[config.mk]
export PLATFORM = sky130hd
export DESIGN_NAME = encoder_timestamp_corrector_top
export DESIGN_NICKNAME = d
export VERILOG_FILES = /design/src/hdl/ets_pkg.sv /design/src/hdl/encoder_timestamp_corrector_top.sv /design/src/hdl/ets_core.sv /design/src/hdl/ets_ts_calc.sv
export SDC_FILE = /design/constraint.sdc
export NUM_CORES = 2
export LEC_CHECK = 0
export ABC_AREA = 0
export ABC_CLOCK_PERIOD_IN_PS = 15300
export BUFFER_PORTS_ARGS = -buffer_cell sky130_fd_sc_hd__buf_4
export CAP_MARGIN = 0
export CORE_ASPECT_RATIO = 1.5
export CORE_UTILIZATION = 60
export CTS_BUF_LIST = sky130_fd_sc_hd__clkbuf_16
export DETAILED_ROUTE_END_ITERATION = 6
export PLACE_DENSITY = 0.77
export SLEW_MARGIN = 30
export SYNTH_ARGS = -nofsm -noshare
export SYNTH_HDL_FRONTEND = slang
export SYNTH_SLANG_ARGS = --single-unit
[constraint.sdc]
create_clock -name clk -period 15.3 [get_ports clk]
set_clock_uncertainty 0.15 [all_clocks]
set_input_delay 2.295 -clock clk [delete_from_list [all_inputs] [get_ports clk]]
set_output_delay 2.295 -clock clk [all_outputs]
set_load 0.02 [all_outputs]
[src/hdl/ets_pkg.sv]
`default_nettype none

package ets_pkg;

	localparam int QUEUE_DEPTH = 16;
	localparam int QPTR_W = (QUEUE_DEPTH > 1) ? $clog2(QUEUE_DEPTH) : 1;
	localparam int FILL_W = $clog2(QUEUE_DEPTH + 1);

	localparam logic CMD_FRAME_EVENT = 1'b0;
	localparam logic CMD_ENCODED     = 1'b1;

	localparam logic CFG_TIMESTAMP_HALVING = 1'b0;
	localparam logic CFG_OFFSET_HALVING    = 1'b1;

	typedef logic [1:0] status_t;

	localparam status_t ST_OK          = 2'd0;
	localparam status_t ST_MISSED_GAP  = 2'd1;
	localparam status_t ST_MISSED_BUMP = 2'd2;
	localparam status_t ST_OVERFLOW    = 2'd3;

	typedef struct packed {
		logic        command;
		logic [31:0] frame_id;
		logic        skip_flag;
		logic [15:0] frame_gap;
		logic [31:0] dts_in;
		logic [31:0] pts_in;
	} item_t;

	typedef struct packed {
		logic ts_halving;
		logic off_halving;
	} cfg_t;

	typedef struct packed {
		logic        has_result;
		logic        encoded;
		status_t     status;
		logic        bump_hit;
		logic [31:0] offset;
	} verdict_t;

	function automatic logic [QPTR_W-1:0] next_ptr(input logic [QPTR_W-1:0] p);
		return (p == QPTR_W'(QUEUE_DEPTH - 1)) ? '0 : QPTR_W'(p + 1'b1);
	endfunction

	// signed divide by two, rounding toward zero
	function automatic logic [31:0] halve_signed(input logic [31:0] x);
		logic [31:0] t;
		t = x + {31'b0, x[31]};
		return {t[31], t[31:1]};
	endfunction

endpackage

`default_nettype wire

[src/hdl/encoder_timestamp_corrector_top.sv]
// channel  | handshake              | payload
// ---------+------------------------+-----------------------------------------------
// in       | in_valid / in_stall    | command frame_id skip_flag frame_gap dts_in pts_in
// out      | out_valid / out_stall  | dts_out pts_out status
// config   | cfg_wr_en              | cfg_index cfg_data
//
// An accepted word passes the input register, then queue head compare, offset add
// and timestamp adds into the output register.
// One word per cycle sustained while out_stall holds no result; frame events without overflow give no result.
// Reset clears counters, offset, queue pointers and config; queue entries are not cleared.
// out_stall holds a valid output register and, with the input register full, stalls the input stage in the same cycle.
`default_nettype none

module encoder_timestamp_corrector_top (
	input  wire logic               clk,
	input  wire logic               arst_n,

	input  wire logic               cfg_wr_en,
	input  wire logic               cfg_index,
	input  wire logic               cfg_data,

	input  wire logic               in_valid,
	output logic                    in_stall,
	input  wire logic               command,
	input  wire logic [31:0]        frame_id,
	input  wire logic               skip_flag,
	input  wire logic [15:0]        frame_gap,
	input  wire logic signed [31:0] dts_in,
	input  wire logic signed [31:0] pts_in,

	output logic                    out_valid,
	input  wire logic               out_stall,
	output logic signed [31:0]      dts_out,
	output logic signed [31:0]      pts_out,
	output logic [1:0]              status
);
	import ets_pkg::*;

	cfg_t        cfg_q;
	logic        valid_s1;
	item_t       item_s1;
	logic        out_valid_q;
	logic [31:0] dts_q, pts_q;
	status_t     status_q;

	logic        out_free, fire, accept;
	verdict_t    verdict;
	logic [31:0] dts_c, pts_c;

	assign out_free = !out_valid_q || !out_stall;
	assign fire     = valid_s1 && out_free;
	assign in_stall = valid_s1 && !out_free;
	assign accept   = in_valid && !in_stall;

	always_ff @(posedge clk or negedge arst_n) begin
		if (!arst_n) begin
			cfg_q       <= '0;
			valid_s1    <= 1'b0;
			out_valid_q <= 1'b0;
		end else begin
			if (cfg_wr_en) begin
				case (cfg_index)
					CFG_TIMESTAMP_HALVING: cfg_q.ts_halving  <= cfg_data;
					CFG_OFFSET_HALVING:    cfg_q.off_halving <= cfg_data;
					default: ;
				endcase
			end
			if (accept)
				valid_s1 <= 1'b1;
			else if (fire)
				valid_s1 <= 1'b0;
			if (fire)
				out_valid_q <= verdict.has_result;
			else
				out_valid_q <= out_valid_q && out_stall;
		end
	end

	always_ff @(posedge clk) begin
		if (accept) begin
			item_s1.command   <= command;
			item_s1.frame_id  <= frame_id;
			item_s1.skip_flag <= skip_flag;
			item_s1.frame_gap <= frame_gap;
			item_s1.dts_in    <= dts_in;
			item_s1.pts_in    <= pts_in;
		end
		if (fire) begin
			dts_q    <= dts_c;
			pts_q    <= pts_c;
			status_q <= verdict.status;
		end
	end

	ets_core u_core (
		.clk     (clk),
		.arst_n  (arst_n),
		.fire    (fire),
		.item    (item_s1),
		.cfg     (cfg_q),
		.verdict (verdict)
	);

	ets_ts_calc u_calc (
		.item    (item_s1),
		.verdict (verdict),
		.cfg     (cfg_q),
		.dts     (dts_c),
		.pts     (pts_c)
	);

	assign out_valid = out_valid_q;
	assign dts_out   = $signed(dts_q);
	assign pts_out   = $signed(pts_q);
	assign status    = status_q;

endmodule

`default_nettype wire

[src/hdl/ets_core.sv]
`default_nettype none

module ets_core (
	input  wire logic              clk,
	input  wire logic              arst_n,
	input  wire logic              fire,
	input  wire ets_pkg::item_t    item,
	input  wire ets_pkg::cfg_t     cfg,
	output ets_pkg::verdict_t      verdict
);
	import ets_pkg::*;

	logic [31:0]       skipped_q;
	logic [31:0]       out_count_q;
	logic [31:0]       gap_offset_q;

	logic [31:0]       gap_num_q [QUEUE_DEPTH];
	logic [15:0]       gap_len_q [QUEUE_DEPTH];
	logic [QPTR_W-1:0] gap_head_q, gap_tail_q;
	logic [FILL_W-1:0] gap_fill_q;

	logic [31:0]       bump_q [QUEUE_DEPTH];
	logic [QPTR_W-1:0] bump_head_q, bump_tail_q;
	logic [FILL_W-1:0] bump_fill_q;

	logic        is_enc;
	logic [31:0] skipped_nx;
	logic        bump_req, bump_full, bump_push;
	logic        gap_req, gap_full, gap_push;
	logic        overflow;
	logic [31:0] gap_head_num, bump_head_num;
	logic        gap_due, gap_hit, gap_miss;
	logic        bump_due, bump_hit, bump_miss;
	logic [31:0] offset_nx;

	always_comb begin
		is_enc     = item.command == CMD_ENCODED;

		bump_full = bump_fill_q == FILL_W'(QUEUE_DEPTH);
		bump_req  = !is_enc && item.skip_flag;
		bump_push = bump_req && !bump_full;
		gap_full  = gap_fill_q == FILL_W'(QUEUE_DEPTH);
		gap_req   = !is_enc && (item.frame_gap != 16'd0);
		gap_push  = gap_req && !gap_full;
		overflow  = (bump_req && bump_full) || (gap_req && gap_full);

		// only frame events count skips
		skipped_nx = skipped_q + {31'b0, bump_req};

		gap_head_num = gap_num_q[gap_head_q];
		gap_due  = is_enc && (gap_fill_q != '0) && (gap_head_num <= out_count_q);
		gap_hit  = gap_due && (gap_head_num == out_count_q);
		gap_miss = gap_due && !gap_hit;

		bump_head_num = bump_q[bump_head_q];
		bump_due  = is_enc && !gap_miss && (bump_fill_q != '0)
			&& (bump_head_num <= out_count_q);
		bump_hit  = bump_due && (bump_head_num == out_count_q);
		bump_miss = bump_due && !bump_hit;

		offset_nx = gap_offset_q + (gap_hit ? {16'b0, gap_len_q[gap_head_q]} : 32'd0);

		verdict.has_result = is_enc || overflow;
		verdict.encoded    = is_enc;
		verdict.bump_hit   = bump_hit;
		verdict.offset     = cfg.off_halving ? {1'b0, offset_nx[31:1]} : offset_nx;
		if (!is_enc)
			verdict.status = ST_OVERFLOW;
		else if (gap_miss)
			verdict.status = ST_MISSED_GAP;
		else if (bump_miss)
			verdict.status = ST_MISSED_BUMP;
		else
			verdict.status = ST_OK;
	end

	always_ff @(posedge clk or negedge arst_n) begin
		if (!arst_n) begin
			skipped_q    <= '0;
			out_count_q  <= '0;
			gap_offset_q <= '0;
			gap_head_q   <= '0;
			gap_tail_q   <= '0;
			gap_fill_q   <= '0;
			bump_head_q  <= '0;
			bump_tail_q  <= '0;
			bump_fill_q  <= '0;
		end else if (fire) begin
			skipped_q    <= skipped_nx;
			gap_offset_q <= offset_nx;
			if (is_enc)
				out_count_q <= out_count_q + 32'd1;
			if (gap_push) begin
				gap_tail_q <= next_ptr(gap_tail_q);
				gap_fill_q <= gap_fill_q + 1'b1;
			end else if (gap_due) begin
				gap_head_q <= next_ptr(gap_head_q);
				gap_fill_q <= gap_fill_q - 1'b1;
			end
			if (bump_push) begin
				bump_tail_q <= next_ptr(bump_tail_q);
				bump_fill_q <= bump_fill_q + 1'b1;
			end else if (bump_due) begin
				bump_head_q <= next_ptr(bump_head_q);
				bump_fill_q <= bump_fill_q - 1'b1;
			end
		end
	end

	always_ff @(posedge clk) begin
		if (fire && gap_push) begin
			gap_num_q[gap_tail_q] <= item.frame_id - skipped_nx;
			gap_len_q[gap_tail_q] <= item.frame_gap;
		end
		if (fire && bump_push)
			bump_q[bump_tail_q] <= item.frame_id - skipped_q;
	end

	a_gap_fill_bound: assert property (@(posedge clk) disable iff (!arst_n)
		gap_fill_q <= FILL_W'(QUEUE_DEPTH))
		else $error("gap queue fill past depth");

	a_bump_fill_bound: assert property (@(posedge clk) disable iff (!arst_n)
		bump_fill_q <= FILL_W'(QUEUE_DEPTH))
		else $error("bump queue fill past depth");

	a_miss_gap_keeps_bump: assert property (@(posedge clk) disable iff (!arst_n)
		fire && gap_miss |=> bump_fill_q == $past(bump_fill_q))
		else $error("bump queue touched on missed gap");

	a_count_step: assert property (@(posedge clk) disable iff (!arst_n)
		fire && is_enc |=> out_count_q == $past(out_count_q) + 32'd1)
		else $error("output count did not step");

endmodule

`default_nettype wire

[src/hdl/ets_ts_calc.sv]
`default_nettype none

module ets_ts_calc (
	input  wire ets_pkg::item_t    item,
	input  wire ets_pkg::verdict_t verdict,
	input  wire ets_pkg::cfg_t     cfg,
	output logic [31:0]            dts,
	output logic [31:0]            pts
);
	import ets_pkg::*;

	logic [2:0]  dts_inc;
	logic [1:0]  pts_inc;
	logic [31:0] dts_sum, pts_sum;

	always_comb begin
		// dts: initial offset plus bump, both doubled under timestamp halving; pts: bump only, doubled under offset halving
		if (cfg.ts_halving)
			dts_inc = verdict.bump_hit ? 3'd4 : 3'd2;
		else
			dts_inc = verdict.bump_hit ? 3'd2 : 3'd1;
		if (verdict.bump_hit)
			pts_inc = cfg.off_halving ? 2'd2 : 2'd1;
		else
			pts_inc = 2'd0;

		dts_sum = item.dts_in + {29'b0, dts_inc} + verdict.offset;
		pts_sum = item.pts_in + {30'b0, pts_inc} + verdict.offset;

		if (!verdict.encoded) begin
			dts = '0;
			pts = '0;
		end else if (cfg.ts_halving) begin
			dts = halve_signed(dts_sum);
			pts = halve_signed(pts_sum);
		end else begin
			dts = dts_sum;
			pts = pts_sum;
		end
	end

endmodule

`default_nettype wire
==> summary.md <==
| Metric | Value |
|---|---|
| Ys Warns | 0 |
| Setup TNS | 0 ns |
| Syn Nets | around 4800 |
| Reg area | 0.0470 mm² |
| Comb pwr share | 27.6% |
| Clock Path Buffers | 3 |
| Post-synthesis cell count | between 4000 and 5000 |
| Area of the mapped netlist | 0.0719 mm² |
| Maximum vdd drop | around 150 µV |
| Fin util | 67.7% |
| Crit path DAT | between 10 and 15 ns |
| Setup-failing EPs final | 0 |
| GR met1 Demand/Resource | 37.4% |
| Switching share of total power | 29.8% |
| Final period utilization | slightly below 90% |
| Met2 Usage GRT | 51.3% |
| Seq pwr share | 44.0% |
| Vias in the first global route | ~42000 |
| CTS sink cnt | between 1500 and 2000 |
| Relative slew slack | ~33% |
| Yosys cell types | between 80 and 90 |
| PwrDens | approximately 150 mW/mm² |
| Initial antenna violation count | 1 |
| Via count | 41100 |
| Post-CTS setup buffer count | 0 |
| Fmax | ~74 MHz |
| CTS Hold Bufs | 0 |
| Fin. Hold Viols | 0 |
| Vias per inst | 6.55 |
| Crit path capture type | flop |
| Gr usage total | just under 30% |
| GP Congestion | 0.887 |
| Initial DRC Count | approximately 4100 |
| Status | finished clean |
| Post-detailed-route count of antenna-violating nets | 0 |
| Met3 Usage GRT | between 4 and 5% |
| WL/cell | 28.2 µm |
| Slowest stage cell, crit path | dfrtp_4 |
| Async S/R FF share, synth | under 10% |
| Post-DP HPWL | approximately 110 mm |
| Wire length of the first global-routing pass | ~260 mm |
| Static leakage | 0.0283 µW |
| Critical Path RT | around 16 ns |
| Number of synthesized flops with an enable pin | between 1000 and 1500 |
| Ant diodes | 0 |
| Sequential fraction of the synthesis area | between 60% and 70% |
| Largest net degree at the start of global routing | about 110 |
| WS Path Type | reg2reg |
| Top FF cell, synth | edfxtp_1 |
| Die height | 426 µm |
| Chip Width | roughly 280 µm |
| Switching pwr | 3700 µW |
| FF+latch count, synth | between 1500 and 2000 |
| Crit path launch type | flop |
| Int Pwr | between 8000 and 9000 µW |
| Max incr delay on CP | just under 1 ns |
| Detailed Routing Iterations Pass 1 | 6 |
| Core ar. | about 0.12 mm² |
| Area of the die | between 0.1 and 0.15 mm² |
| CTS tree | done |
| RSZ-0062 raised after global routing | no |
| Share of layout cells above drive strength 1 | 21.2% |
| Clock share of power | between 20% and 30% |
| Least-Margin Pin Slew | approximately 1 ns |
| Min cycle time layout | 13.45 ns |
| Num rows | approximately 160 |
| Fillers | about 7600 |
| Max cap viols | 0 |
| H-Tree Depth | 4 |
| Max FO, Critical Path | 71 |
| Area growth, synth to finish | 11.9% |
| Nets | ~5000 |
| Port Buffers | around 190 |
| Root buf cell | clkbuf_16 |
| Initial Util | ~60% |
| Synth Area per Inst | 16.5 µm² |
| Final Max Tran Viols | 0 |
| DRC errors left | 0 |
| Ports | around 190 |
| Hold Crit Class | reg2reg |
| Crit path top cell by count | ha_1 |
| Area of the multi-input gates | 0.0244 mm² |
| Routed wire length | 177 mm |
| Total grt overflow | 0 |
| GR peak layer | met2 |
| Post-CTS resize count | 0 |
| Clock Latency Late Sink | ~0.80 ns |
| Clock transition at path regs | roughly 0.070 ns |
| TritonCTS Buffers | roughly 140 |
[area by class of cell]
cell class / count / area share (%)
clock buffers: 145 / 4.51
inverters: 135 / 0.632
repair buffers: 261 / 2.54
flip-flops and latches: 1586 / 58.4
clock inverters: 112 / 1.17
well taps: 1570 / 2.44
multi-input cells: 2472 / 30.3
[cells in the final DEF (no fill, tap or decap), types with 42 or more instances in the layout]
cell and count:
nor3_1 51, inv_1 160, clkbuf_16 145, nor2_1 165
nand3_1 76, a21oi_1 161, and3_1 42, edfxtp_1 1460
nand2_1 247, ha_1 282, dfrtp_1 118, nand4_1 44
mux4_2 399, o21ai_0 129, a21o_1 85, xnor2_1 166
buf_4 251, xor2_1 47
[layer usage]
metal	share of wire (%)	wire length, µm
met1	37	65000
met2	52	91500
met3	7.8	13900
met4	3.8	6790
met5	0.0085	15
[kinds of logic after synthesis]
| group | count (synthesis) | synth area share, % |
|---|---|---|
| simple gates | 849 | 5.83 |
| buf+inv | 291 | 1.54 |
| flops | 1586 | 65.3 |
| mux | 443 | 13.1 |
| compound gates | 625 | 5.73 |
| xor+xnor | 261 | 3.20 |
| fa+ha+maj | 294 | 5.24 |
[Yosys cell counts, types with 36 or more instances]
| master | instances | area, µm² |
|---|---|---|
| a21o_1 | 85 | 638 |
| a21oi_1 | 162 | 811 |
| and2_1 | 36 | 225 |
| and3_1 | 42 | 263 |
| buf_1 | 42 | 158 |
| clkbuf_1 | 106 | 398 |
| dfrtp_1 | 126 | 3150 |
| edfxtp_1 | 1460 | 43800 |
| ha_1 | 282 | 3530 |
| inv_1 | 133 | 499 |
| mux4_2 | 399 | 8990 |
| nand2_1 | 248 | 931 |
| nand3_1 | 76 | 380 |
| nand4_1 | 44 | 275 |
| nor2_1 | 183 | 687 |
| nor3_1 | 63 | 315 |
| o21a_1 | 39 | 293 |
| o21ai_0 | 129 | 646 |
| xnor2_1 | 194 | 1700 |
| xor2_1 | 65 | 569 |
[power by group through the flow]
stage / Clock [µW] / Sequential (µW) / Combinational [µW]
final: 3540 / 5460 / 3420
after global routing: 3710 / 5480 / 3660
after CTS: 3570 / 5480 / 3390
after detailed placement: 0 / 5570 / 3340
after global placement: 0 / 5560 / 3230
after floorplan: 0 / 5420 / 2460
[worst paths after layout]
path                       slack [ns]                    end                   from  depth (start not counted)
setup reg to reg                 1.85            pts_out[29]   u_core.gap_head_q[0]                         44
hold reg to reg                  0.33  u_core.out_count_q[8]  u_core.out_count_q[8]                          1
min in group asynchronous        1.30  u_core.out_count_q[0]                 arst_n                          1
max in group asynchronous       12.56               cfg_q[1]                 arst_n                          2
setup / recovery                 1.85            pts_out[29]   u_core.gap_head_q[0]                         44
hold / removal                   0.33  u_core.out_count_q[8]  u_core.out_count_q[8]                          1
[critical path, delay by kind of cell (launching register included)]
family | cells | cell delay [ns]
DFF | 1 | 0.98
and+or+nand+nor | 16 | 3.86
adders and majority gates | 6 | 1.68
xor gates and xnor gates | 1 | 0.59
AOI/OAI and AO/OA | 15 | 3.50
buffers and inverters | 4 | 1.25
muxes | 2 | 1.08
[through the flow]
step	setup slack, ns	instances	cell area, µm²	hold WS (ns)	power, µW
2_1_floorplan	3.37	4349	71900	0.295	7880
6_report	1.85	6281	80500	0.326	12400
5_1_grt	0.789	6281	80500	0.334	12800
3_5_place_dp	1.84	6023	75800	0.313	8910
4_1_cts	1.84	6280	80400	0.325	12400
3_3_place_gp	2.21	6022	75500	0.310	8780
[state kept, by name, indices dropped and copies added, names as in the netlist, 114 cells and up]
signal	cells
item_s1	114
u_core.gap_len_q	256
u_core.bump_q	512
u_core.gap_num_q	512
(Power assumes the default switching activity.)
